===== src/hw/rtl/thcd_pkg.sv =====
`timescale 1ns / 1ps
// Package for the tar header checker and deframer: state and result types,
// stream constants and the octal field parser. No dependencies.
package thcd_pkg;

	localparam int BLOCK_BYTES = 512;
	localparam int POS_W       = $clog2(BLOCK_BYTES);
	localparam int SIZE_W      = 36;
	localparam int CHK_W       = 24;
	localparam int SUM_W       = 17;
	localparam int ADDR_W      = 3;
	localparam int DATA_W      = 32;

	localparam logic [POS_W-1:0] LAST_POS = POS_W'(BLOCK_BYTES - 1);
	localparam logic [POS_W-1:0] SIZE_OFF = POS_W'(124);
	localparam logic [POS_W-1:0] SIZE_END = POS_W'(136);
	localparam logic [POS_W-1:0] CHK_OFF  = POS_W'(148);
	localparam logic [POS_W-1:0] CHK_END  = POS_W'(156);
	localparam logic [POS_W-1:0] TYPE_OFF = POS_W'(156);

	localparam logic [7:0] CH_NUL   = 8'h00;
	localparam logic [7:0] CH_SPACE = 8'h20;
	localparam logic [7:0] CH_ZERO  = 8'h30;
	localparam logic [7:0] CH_SEVEN = 8'h37;

	// Register index, taken from paddr[ADDR_W-1]
	localparam logic REG_DELIVER = 1'b0;

	localparam logic KIND_HDR  = 1'b0;
	localparam logic KIND_DATA = 1'b1;

	localparam logic [1:0] ST_REG    = 2'd0;
	localparam logic [1:0] ST_OTHER  = 2'd1;
	localparam logic [1:0] ST_BADSUM = 2'd2;
	localparam logic [1:0] ST_END    = 2'd3;

	typedef enum logic [1:0] {
		PH_HEADER = 2'd0,
		PH_DATA   = 2'd1,
		PH_PAD    = 2'd2,
		PH_HALT   = 2'd3
	} phase_t;

	typedef enum logic [1:0] {
		PM_LEAD   = 2'd0,
		PM_DIGITS = 2'd1,
		PM_DONE   = 2'd2,
		PM_NONE   = 2'd3
	} pmode_t;

	typedef struct packed {
		pmode_t              mode;
		logic [SIZE_W-1:0]   val;
	} oct_t;

	typedef struct packed {
		logic              item_kind;
		logic [1:0]        header_status;
		logic [SIZE_W-1:0] entry_size;
		logic [7:0]        type_flag;
		logic [7:0]        out_byte;
		logic              last_data;
	} res_t;

	// One step of octal field parsing: skip leading spaces, accumulate digits,
	// stop at the first other byte.
	function automatic oct_t octal_step(pmode_t mode, logic [SIZE_W-1:0] val,
			logic [7:0] b);
		oct_t r;
		logic dig;
		r.mode = mode;
		r.val  = val;
		dig    = (b >= CH_ZERO) && (b <= CH_SEVEN);
		unique case (mode)
			PM_LEAD: begin
				if (b != CH_SPACE) begin
					if (dig) begin
						r.val  = {val[SIZE_W-4:0], b[2:0]};
						r.mode = PM_DIGITS;
					end else begin
						r.mode = PM_NONE;
					end
				end
			end
			PM_DIGITS: begin
				if (dig) begin
					r.val = {val[SIZE_W-4:0], b[2:0]};
				end else begin
					r.mode = PM_DONE;
				end
			end
			default: begin
			end
		endcase
		return r;
	endfunction

endpackage


===== src/hw/rtl/tar_header_check_deframer.sv =====
`timescale 1ns / 1ps
// Streaming tar header checker and deframer. Depends on thcd_pkg,
// thcd_apb_regs and thcd_core.
//
// Feed the archive one byte per item on the in_ channel. Each 512-byte
// header is summed (checksum bytes count as spaces), its octal checksum and
// size fields are parsed and its type flag is kept; on the last header byte
// one header report comes out (item_kind 0) with status, size and type.
// The entry's data bytes follow: for regular files (type '0' or NUL) with
// deliver_data set they come out as data items (item_kind 1, last_data on
// the final one); otherwise they are consumed silently, as is the padding
// up to the next block boundary. An all-zero header reports end of archive
// and a checksum mismatch reports status 2; after either the block drops
// every byte until reset. Throughput is one byte per clock while out_ready
// is high: a byte goes through an input register, then one pass of the
// parse and counter logic into the output register. The output register
// frees the input side while a result waits; in_ready only drops when both
// registers are full and out_ready is low. deliver_data (APB offset 0,
// bit 0, reset 1) is sampled as each data byte is processed; change it
// only while the block is idle.
module tar_header_check_deframer (
	input  logic                        clk,
	input  logic                        arst_n,
	input  logic                        in_valid,
	output logic                        in_ready,
	input  logic [7:0]                  in_byte,
	output logic                        out_valid,
	input  logic                        out_ready,
	output logic                        item_kind,
	output logic [1:0]                  header_status,
	output logic [35:0]                 entry_size,
	output logic [7:0]                  type_flag,
	output logic [7:0]                  out_byte,
	output logic                        last_data,
	input  logic                        psel,
	input  logic                        penable,
	input  logic                        pwrite,
	input  logic [thcd_pkg::ADDR_W-1:0] paddr,
	input  logic [thcd_pkg::DATA_W-1:0] pwdata,
	output logic [thcd_pkg::DATA_W-1:0] prdata,
	output logic                        pready
);
	import thcd_pkg::*;

	logic        deliver_q;
	logic        valid_s1;
	logic [7:0]  byte_s1;
	logic        out_free, advance;
	logic        has_res;
	res_t        res, res_q;
	logic        out_valid_q;

	thcd_apb_regs u_regs (
		.clk       (clk),
		.arst_n    (arst_n),
		.psel      (psel),
		.penable   (penable),
		.pwrite    (pwrite),
		.paddr     (paddr),
		.pwdata    (pwdata),
		.prdata    (prdata),
		.pready    (pready),
		.deliver_q (deliver_q)
	);

	// Stage 1 advances whenever the output register is empty or being drained
	assign out_free = !out_valid_q || out_ready;
	assign advance  = valid_s1 && out_free;
	assign in_ready = !valid_s1 || out_free;

	always_ff @(posedge clk or negedge arst_n) begin
		if (!arst_n) begin
			valid_s1 <= 1'b0;
		end else if (in_ready) begin
			valid_s1 <= in_valid;
		end
	end

	// Hold the byte while the stage is stalled
	always_ff @(posedge clk) begin
		if (in_valid && in_ready) begin
			byte_s1 <= in_byte;
		end
	end

	thcd_core u_core (
		.clk     (clk),
		.arst_n  (arst_n),
		.step    (advance),
		.byte_in (byte_s1),
		.deliver (deliver_q),
		.has_res (has_res),
		.res     (res)
	);

	// Output register: load on a new result, drop once taken
	always_ff @(posedge clk or negedge arst_n) begin
		if (!arst_n) begin
			out_valid_q <= 1'b0;
		end else if (advance) begin
			out_valid_q <= has_res;
		end else if (out_ready) begin
			out_valid_q <= 1'b0;
		end
	end

	always_ff @(posedge clk) begin
		if (advance && has_res) begin
			res_q <= res;
		end
	end

	assign out_valid     = out_valid_q;
	assign item_kind     = res_q.item_kind;
	assign header_status = res_q.header_status;
	assign entry_size    = res_q.entry_size;
	assign type_flag     = res_q.type_flag;
	assign out_byte      = res_q.out_byte;
	assign last_data     = res_q.last_data;

endmodule


===== src/hw/rtl/thcd_apb_regs.sv =====
`timescale 1ns / 1ps
// APB configuration register file: holds the deliver_data control bit.
// Depends on thcd_pkg.
module thcd_apb_regs (
	input  logic                        clk,
	input  logic                        arst_n,
	input  logic                        psel,
	input  logic                        penable,
	input  logic                        pwrite,
	input  logic [thcd_pkg::ADDR_W-1:0] paddr,
	input  logic [thcd_pkg::DATA_W-1:0] pwdata,
	output logic [thcd_pkg::DATA_W-1:0] prdata,
	output logic                        pready,
	output logic                        deliver_q
);
	import thcd_pkg::*;

	logic sel_deliver;

	assign sel_deliver = (paddr[ADDR_W-1] == REG_DELIVER);
	assign pready      = 1'b1;

	always_ff @(posedge clk or negedge arst_n) begin
		if (!arst_n) begin
			deliver_q <= 1'b1;
		end else if (psel && penable && pwrite && pready && sel_deliver) begin
			deliver_q <= pwdata[0];
		end
	end

	assign prdata = sel_deliver ? {{(DATA_W-1){1'b0}}, deliver_q} : '0;

endmodule


===== src/hw/rtl/thcd_core.sv =====
`timescale 1ns / 1ps
// Stream state machine: header checksum and field parsing, data walk and
// padding skip. Depends on thcd_pkg.
module thcd_core (
	input  logic             clk,
	input  logic             arst_n,
	input  logic             step,
	input  logic [7:0]       byte_in,
	input  logic             deliver,
	output logic             has_res,
	output thcd_pkg::res_t   res
);
	import thcd_pkg::*;

	phase_t              phase_q, phase_d;
	logic [POS_W-1:0]    pos_q, pos_d;
	logic [SUM_W-1:0]    sum_q, sum_d, sum_nx;
	logic                nz_q, nz_d, nz_nx;
	logic [CHK_W-1:0]    chk_q, chk_d, chk_nx;
	pmode_t              chk_mode_q, chk_mode_d;
	logic [SIZE_W-1:0]   size_q, size_d;
	pmode_t              size_mode_q, size_mode_d;
	logic [7:0]          type_q, type_d, type_nx;
	logic [SIZE_W-1:0]   left_q, left_d, left_dec;
	logic [POS_W-1:0]    pad_q, pad_d, pad_dec;

	logic                in_chk, in_size, chk_ok, regular;
	oct_t                chk_oct, size_oct, chk_sel, size_sel;
	logic [1:0]          status;

	// Header byte datapath
	assign in_chk  = (pos_q >= CHK_OFF) && (pos_q < CHK_END);
	assign in_size = (pos_q >= SIZE_OFF) && (pos_q < SIZE_END);
	assign chk_oct  = octal_step(chk_mode_q, {{(SIZE_W-CHK_W){1'b0}}, chk_q}, byte_in);
	assign size_oct = octal_step(size_mode_q, size_q, byte_in);
	assign chk_sel  = in_chk ? chk_oct : '{mode: chk_mode_q,
		val: {{(SIZE_W-CHK_W){1'b0}}, chk_q}};
	assign size_sel = in_size ? size_oct : '{mode: size_mode_q, val: size_q};
	assign chk_nx   = chk_sel.val[CHK_W-1:0];
	assign sum_nx   = sum_q + (in_chk ? SUM_W'(CH_SPACE) : SUM_W'(byte_in));
	assign nz_nx    = nz_q | (byte_in != CH_NUL);
	assign type_nx  = (pos_q == TYPE_OFF) ? byte_in : type_q;

	assign chk_ok = ((chk_sel.mode == PM_DIGITS) || (chk_sel.mode == PM_DONE))
		&& (chk_nx == {{(CHK_W-SUM_W){1'b0}}, sum_nx});
	assign regular = (type_nx == CH_ZERO) || (type_nx == CH_NUL);

	always_comb begin
		priority if (!nz_nx) begin
			status = ST_END;
		end else if (!chk_ok) begin
			status = ST_BADSUM;
		end else if (regular) begin
			status = ST_REG;
		end else begin
			status = ST_OTHER;
		end
	end

	assign left_dec = (left_q != '0) ? left_q - SIZE_W'(1) : left_q;
	assign pad_dec  = (pad_q != '0) ? pad_q - POS_W'(1) : pad_q;

	// Next state
	always_comb begin
		logic clear_hdr;
		clear_hdr   = 1'b0;
		phase_d     = phase_q;
		pos_d       = pos_q;
		sum_d       = sum_q;
		nz_d        = nz_q;
		chk_d       = chk_q;
		chk_mode_d  = chk_mode_q;
		size_d      = size_q;
		size_mode_d = size_mode_q;
		type_d      = type_q;
		left_d      = left_q;
		pad_d       = pad_q;
		if (step) begin
			unique case (phase_q)
				PH_HALT: begin
				end
				PH_PAD: begin
					pad_d = pad_dec;
					if (pad_dec == '0) begin
						phase_d   = PH_HEADER;
						clear_hdr = 1'b1;
					end
				end
				PH_DATA: begin
					left_d = left_dec;
					if (left_dec == '0) begin
						if (pad_q == '0) begin
							phase_d   = PH_HEADER;
							clear_hdr = 1'b1;
						end else begin
							phase_d = PH_PAD;
						end
					end
				end
				PH_HEADER: begin
					sum_d       = sum_nx;
					nz_d        = nz_nx;
					chk_d       = chk_nx;
					chk_mode_d  = chk_sel.mode;
					size_d      = size_sel.val;
					size_mode_d = size_sel.mode;
					type_d      = type_nx;
					if (pos_q != LAST_POS) begin
						pos_d = pos_q + POS_W'(1);
					end else begin
						pos_d = '0;
						priority if (status == ST_BADSUM || status == ST_END) begin
							phase_d = PH_HALT;
						end else if (size_sel.val == '0) begin
							clear_hdr = 1'b1;
						end else begin
							left_d  = size_sel.val;
							pad_d   = POS_W'(0) - size_sel.val[POS_W-1:0];
							phase_d = PH_DATA;
						end
					end
				end
				default: begin
				end
			endcase
		end
		if (clear_hdr) begin
			pos_d       = '0;
			sum_d       = '0;
			nz_d        = 1'b0;
			chk_d       = '0;
			chk_mode_d  = PM_LEAD;
			size_d      = '0;
			size_mode_d = PM_LEAD;
			type_d      = '0;
		end
	end

	// Result
	always_comb begin
		has_res = 1'b0;
		res     = '0;
		if (step) begin
			unique case (phase_q)
				PH_HEADER: begin
					if (pos_q == LAST_POS) begin
						has_res           = 1'b1;
						res.item_kind     = KIND_HDR;
						res.header_status = status;
						res.entry_size    = size_sel.val;
						res.type_flag     = type_nx;
					end
				end
				PH_DATA: begin
					if (((type_q == CH_ZERO) || (type_q == CH_NUL)) && deliver) begin
						has_res       = 1'b1;
						res.item_kind = KIND_DATA;
						res.out_byte  = byte_in;
						res.last_data = (left_dec == '0);
					end
				end
				default: begin
				end
			endcase
		end
	end

	always_ff @(posedge clk or negedge arst_n) begin
		if (!arst_n) begin
			phase_q     <= PH_HEADER;
			pos_q       <= '0;
			sum_q       <= '0;
			nz_q        <= 1'b0;
			chk_q       <= '0;
			chk_mode_q  <= PM_LEAD;
			size_q      <= '0;
			size_mode_q <= PM_LEAD;
			type_q      <= '0;
			left_q      <= '0;
			pad_q       <= '0;
		end else begin
			phase_q     <= phase_d;
			pos_q       <= pos_d;
			sum_q       <= sum_d;
			nz_q        <= nz_d;
			chk_q       <= chk_d;
			chk_mode_q  <= chk_mode_d;
			size_q      <= size_d;
			size_mode_q <= size_mode_d;
			type_q      <= type_d;
			left_q      <= left_d;
			pad_q       <= pad_d;
		end
	end

endmodule


===== config.mk =====
export PLATFORM = sky130hd
export DESIGN_NAME = tar_header_check_deframer
export DESIGN_NICKNAME = d
export VERILOG_FILES = /design/src/hw/rtl/thcd_pkg.sv /design/src/hw/rtl/tar_header_check_deframer.sv /design/src/hw/rtl/thcd_apb_regs.sv /design/src/hw/rtl/thcd_core.sv
export SDC_FILE = /design/constraint.sdc
export NUM_CORES = 1
export LEC_CHECK = 0
export ABC_AREA = 1
export BUFFER_PORTS_ARGS = -buffer_cell sky130_fd_sc_hd__buf_2
export CAP_MARGIN = 40
export CORE_ASPECT_RATIO = 1.1
export CORE_UTILIZATION = 40
export DETAILED_ROUTE_END_ITERATION = 8
export MAX_ROUTING_LAYER = met4
export PLACE_DENSITY_LB_ADDON = 0.1
export SLEW_MARGIN = 25
export SYNTH_ARGS = -nofsm -noshare
export SYNTH_HDL_FRONTEND = slang
export SYNTH_HIERARCHICAL = 1
export SYNTH_SLANG_ARGS = --single-unit

===== constraint.sdc =====
create_clock -name clk -period 3.63 [get_ports clk]
set_input_delay 0.5445 -clock clk [delete_from_list [all_inputs] [get_ports clk]]
set_output_delay 0.5445 -clock clk [all_outputs]
set_load 0.02 [all_outputs]

; Word level (Yosys, flattened, before mapping)
; Cells that the tools add are included.
[totals]
wordCells = 177
out_inout_bits = 91
input_bits = 50
regBits = 213
[classes]
bitwise = 2
order_cmp = 6
n_eq_ne = 23
n_mux = 74
n_addsub = 5
reduce_logical = 46
[op_table]
columns = operator, n
row1 = 36-bit two-way mux, 8
row2 = 38-bit two-way mux, 4
row3 = 38-bit one-hot mux with 2 select lines, 2
row4 = 36-bit zero test, 2
row5 = 24-bit two-way mux, 3
row6 = 9-bit two-way mux, 8
row7 = 36-bit one-hot mux with 2 select lines, 1
row8 = 17-bit two-way mux, 3
row9 = 8-bit two-way mux, 5
row10 = 36-bit nonzero test, 1
row11 = 36-bit by 1-bit subtractor with 36-bit output (second input constant), 1
row12 = 2-bit two-way mux, 17
row13 = 27-bit two-way mux, 1
row14 = 24-bit by 17-bit equality test with 1-bit output, 1
row15 = 9-bit zero test, 2
row16 = 9-bit by 8-bit < comparator with 1-bit output (second input constant), 2
row17 = 9-bit one-hot mux with 2 select lines, 1
row18 = 17-bit adder, 1
row19 = 1-bit two-way mux, 17
row20 = 8-bit by 6-bit equality test with 1-bit output (second input constant), 2
row21 = 8-bit zero test, 2
row22 = 6-bit AND reduction, 2
row23 = 2-bit nonzero test, 6
row24 = 1-bit logical AND, 11
row25 = other kinds (32), 53

; Logic depth before layout (Yosys ltp)
[depth]
word_depth = 19
depth_mapped = 32
ltp_nobuf = 30

; Hierarchy
; Netlist, hierarchy kept.
[by_module_without_submodules]
columns = module, seq_area_each_um2, cells_per_inst, instances, area_per_inst_um2
row1 = thcd_core, 3653.5, 1951, 1, 11856.4
row2 = tar_header_check_deframer, 1971.9, 79, 1, 2030.7
row3 = thcd_apb_regs, 26.3, 45, 1, 315.3

; Least setup slack after synthesis
; Ideal clock, no wire load.
[synth_timing]
path_type = flip-flop to flip-flop
from = reg u_core.pos_q[0]
to = reg res_q (netlist bit entry_size[0]), enable pin
required_ns = 3.205
arrival_time_ns = 3.432
path_slack_ns = -0.227
path_stages_with_launch = 14
setup_ns = 0.425
synth_period_minus_slack_ns = 3.857
n_path_buf = 1
cell_sequence = dfrtp_1 -> ha_1 -> nand2_1 -> nor2_1 -> inv_1 -> nor3_1 -> ha_1 -> inv_1 -> nor2_1 -> nand2_1 -> clkbuf_1 -> nand2_1 -> inv_1 -> nor2_2
[synth_via]
elab_chain_len = 5
[synth_rtl]
columns = item, line
row1 = from (decl), thcd_core.sv:16  ; logic [POS_W-1:0] pos_q, pos_d;
row2 = from (signal assigned), thcd_core.sv:183  ; pos_q <= pos_d;
row3 = 9-bit equality test, thcd_core.sv:146  ; if (pos_q == LAST_POS) begin
row4 = 1-bit two-way mux, thcd_core.sv:146
row5 = 1-bit one-hot mux with 2 select lines, thcd_core.sv:144  ; unique case (phase_q)
row6 = 1-bit two-way mux, thcd_core.sv:143  ; if (step) begin
row7 = named net has_res, tar_header_check_deframer.sv:49  ; logic has_res;
row8 = 1-bit logical AND, tar_header_check_deframer.sv:108  ; if (advance && has_res) begin
row9 = to (signal assigned), tar_header_check_deframer.sv:109  ; res_q <= res;
row10 = to (decl), tar_header_check_deframer.sv:50  ; res_t res, res_q;
; The timed path passes the listed nets, and every way through them passes these cells.
; A chain may end at the register's enable or synchronous reset.

; Final worst setup path
[layout_timing]
from = reg u_core.pos_q[3]
to = reg u_core.left_q[2]
[layout_via]
elab_chain_len = 12
elab_cells_between_ends = 36
cone_classes = add/sub (1) / order compare (4) / eq/ne (11) / mux (11) / reduce/logical (9)
[layout_rtl]
columns = item, line
row1 = 9-bit by 8-bit >= comparator with 1-bit output or 9-bit by 8-bit < comparator with 1-bit output (tied branches), thcd_core.sv:32  ; assign in_chk = (pos_q >= CHK_OFF) && (pos_q < CHK_END);
row2 = 1-bit logical AND, thcd_core.sv:32
row3 = 8-bit two-way mux or 38-bit two-way mux (tied branches), "thcd_core.sv:40, thcd_core.sv:36"
row4 = "17-bit adder, or another cell as far along", thcd_core.sv:40  ; assign sum_nx = sum_q + (in_chk ? SUM_W'(CH_SPACE) : SUM_W'(byte_in));
row5 = 24-bit by 17-bit equality test with 1-bit output or 1-bit logical OR (tied branches), "thcd_core.sv:45, thcd_core.sv:44"
row6 = 1-bit logical AND, thcd_core.sv:45  ; && (chk_nx == {{(CHK_W-SUM_W){1'b0}}, sum_nx});
row7 = 2-bit two-way mux, thcd_core.sv:51  ; end else if (!chk_ok) begin
row8 = 2-bit two-way mux, thcd_core.sv:49  ; priority if (!nz_nx) begin
row9 = 2-bit equality test, thcd_core.sv:112  ; priority if (status == ST_BADSUM || status == ST_END) begin
row10 = 1-bit logical OR, thcd_core.sv:112
row11 = 2-bit != test (no source line), n/a
row12 = 5-bit AND reduction (no source line), n/a
row13 = to (signal assigned), thcd_core.sv:191  ; left_q <= left_d;
row14 = to (decl), thcd_core.sv:24  ; logic [SIZE_W-1:0] left_q, left_d, left_dec;
; Parallel ways exist; a longest one is shown, timed or not. The select of a mux whose other input is x is not followed.

==> results_dict.tcl <==
set metrics [dict create \
    viasPerCell 5.29 \
    final_cells 2751 \
    seq_power_share 0.353 \
    cp-end-kind "register" \
    drive_gt1_frac 0.218 \
    layout.nets 2353 \
    crit_path_start_kind "register" \
    power.share.clock 0.343 \
    synth.top_cells.by_area "dfrtp_1 26%, nand2_1 19%, edfxtp_1 14%" \
    synth_ff_type "dfrtp_1" \
    synth.most_common_cell "nand2_1" \
    ys_warn_count 6 \
    ios 141 \
    async_reset_ff_frac 0.700 \
    cts_tree "built" \
    setup.worst_path.class "register to register" \
    postLayoutCellArea_mm2 0.0181 \
    crit_path_end "u_core/left_q[2]" \
    gp_congestion 0.981 \
    synth_top_area_cell "dfrtp_1" \
    layout_min_cycle_time_ns 3.75 \
    firstDrtPassIters 7 \
    nFillCells 3500 \
    reg2reg_depth 22 \
    netlist_top_cells_count "705 x nand2_1, 252 x nor2_1, 229 x inv_1" \
    grtUsageTotal 0.267 \
    grt_overflow 0 \
    timing.fmax_mhz 267 \
    synth_edf_count 64 \
    grt_pass1_wl_mm 73.7 \
    num_vias 14600 \
    power.density_mw_per_mm2 436 \
    timing.rr.end "u_core/left_q[2]" \
    p_leak_nw 8.82 \
    clkSinkCount 213 \
    comb_power_share 0.304 \
    rows 72 \
    skew_ns 0.0227 \
    ys_seq_elements 213 \
    drc 0 \
    wl_mm 50.5 \
    whs_ns 0.153 \
    drtIter0Drc 1100 \
    antenna_found_initial 1 \
    layout_worst_path_cycle_share 1.03 \
    cts-root-buf "clkbuf_16" \
    antenna_left 0 \
    holdPathStages 1 \
    place_ws_ns -0.385 \
    dieArea_mm2 0.0363 \
    tightestPinTransition_ns 0.824 \
    place_area_mm2 0.0158 \
    grt_max_degree 73 \
    cap_violations 0 \
    clock_latency_ns 0.57 \
    netlist_area_mm2 0.0142 \
    vdd_ir_drop_max_v 0.000520 \
    reg2reg_from "u_core/pos_q[3]" \
    setup_ws_ns -0.119 \
    antenna_cells 0 \
    violations "negative setup slack" \
    finalSetupViolCount 141 \
    hp-class "primary input to register" \
    cts_max_level 1 \
    regArea_mm2 0.00565 \
    first_global_vias 13400 \
    fp.dieW_um 182 \
    place_hpwl_mm 34.0 \
    start_util 0.405 \
    rsz0062_at_grt "true" \
    cp_max_fo 21 \
    rrSetupSlack_ns -0.12 \
    clk_pin_slew_ns 0.06 \
    p_int_mw 5.29 \
    status "finished with violations" \
    wire_per_inst_um 18.3 \
    synth_cell_type_count 46 \
    die_height_um 200 \
    cts_buffer_depth 3 \
    dp.cells 2651 \
    p_sw_mw 2.62 \
    critPathArrivalTime_ns 4.19 \
    cp.required_ns 4.07 \
    hold_violations 0 \
    synth.avg_cell_area_um2 6.84 \
    switching_share 0.331 \
    yosysTopAreaCellShare 0.261 \
    maxSlewViolCount 0 \
    numCtsBuffers 26 \
    netlist_instances 2075 \
    relSlewSlack 0.450 \
    syn2layout_area_growth_pct 27.6 \
    core_mm2 0.0350 \
    ys_seq_area_frac 0.398 \
    port_buffers 75 \
    crit_start "u_core/pos_q[3]" \
    multi_input_comb_area_mm2 0.00779 \
]
[area by class of cell]
type                    count  area share
well taps                 444      0.0306
clock inverters            11     0.00849
clock buffers              37      0.0404
multi-input cells        1549       0.430
repair buffers            259       0.129
inverters                 238      0.0500
flip-flops and latches    213       0.312
[layout by cell type, fill, tap and decap left out, types with 21 or more instances in the layout]
| cell | count |
|---|---|
| a21oi_1 | 60 |
| o22ai_1 | 29 |
| inv_1 | 225 |
| nor2_1 | 243 |
| edfxtp_1 | 64 |
| clkbuf_16 | 37 |
| nand2_2 | 67 |
| buf_4 | 128 |
| buf_2 | 74 |
| nand4_1 | 28 |
| nand2_1 | 623 |
| conb_1 | 32 |
| o21ai_0 | 77 |
| o21ai_1 | 60 |
| nand3_1 | 102 |
| xor2_1 | 21 |
| o21ai_2 | 55 |
| dfrtp_1 | 147 |
[registers in the layout, summed over array words and instances, names as in the netlist]
register and flops:
entry_size 36, u_core/left_q 36, u_core/size_q 36, u_core/chk_q 24
u_core/sum_q 17, u_core/pad_q 9, u_core/pos_q 9, byte_s1 8
out_byte 8, type_flag 8, u_core/type_q 8, header_status 2
u_core/chk_mode_q 2, u_core/phase_q 2, u_core/size_mode_q 2, item_kind 1
last_data 1, out_valid 1, u_core/nz_q 1, u_regs/deliver_q 1
valid_s1 1
[layer usage]
| metal | up-vias | routed length [µm] | global-route usage |
|---|---|---|---|
| li1 | 7032 | - | - |
| met4 | 0 | 1970 | 0.0960 |
| met2 | 420 | 25300 | 0.474 |
| met1 | 7010 | 20900 | 0.317 |
| met5 | - | 0 | - |
| met3 | 100 | 2370 | 0.0250 |
[critical path, stage by stage (launching register included)]
cell and delay [ns]:
dfrtp_1 0.42, nand3_2 0.14, buf_4 0.16, buf_4 0.13, o21ai_2 0.13, nand2_1 0.09
nor2_2 0.22, buf_12 0.16, buf_4 0.27, nand2_1 0.08, o21ai_0 0.11, inv_1 0.10
nand2_1 0.12, nor4_1 0.07, buf_4 0.14, nand3_1 0.06, nor2_1 0.05, buf_4 0.14
nor2_2 0.36, nand3_4 0.29, clkbuf_16 0.26, nand2_2 0.05, o21ai_1 0.06
[how the worst min path moves through the flow]
stage | end | slack, ns | startpoint
after detailed placement | u_core/chk_q[23] | 0.46 | u_core/chk_q[23]
after global routing | byte_s1[6] | 0.13 | in_byte[6]
after global placement | u_core/chk_q[23] | 0.46 | u_core/chk_q[23]
after CTS | byte_s1[3] | 0.12 | in_byte[3]
final | byte_s1[3] | 0.15 | in_byte[3]
after floorplan | out_valid | 0.25 | arst_n
[power groups by stage]
stage | registers, mW | clock network, mW | logic [mW]
global route | 2.80 | 2.86 | 2.68
CTS | 2.78 | 2.77 | 2.24
floorplan | 2.76 | 0 | 1.31
detailed placement | 2.80 | 0 | 2.07
finish | 2.79 | 2.71 | 2.41
global placement | 2.80 | 0 | 2.06
[through the flow]
stage	power, mW	TNS, ns	utilization
after floorplan	4.07	0	-
after global placement	4.86	-38.92	0.450
after detailed placement	4.88	-44.58	0.450
after CTS	7.79	-22.64	0.486
after global routing	8.34	-32.47	0.517
final	7.90	-8.96	0.517
[cell families (layout without fill, tap and decap cells)]
logic type,Yosys count,in the layout,share of synthesized area
AOI/OAI and AO/OA,305,305,0.121
buffers and inverters,345,545,0.110
other,2,32,0.000529
xor gates and xnor gates,30,30,0.0185
and+or+nand+nor,1164,1166,0.337
adders and majority gates,16,16,0.0146
DFF,213,213,0.398
[repair_timing]
item | in CTS | in global routing
endpoints found under the setup margin | 147 | 147
pin swaps | 20 | 31
endpoints found under the hold margin | 52 | 0
hold buffers | 1 | 0
gates resized for setup | 52 | 188
buffers inserted | 7 | 18
cloned | 4 | 24
No activity file was read; power rests on OpenSTA's default activity.
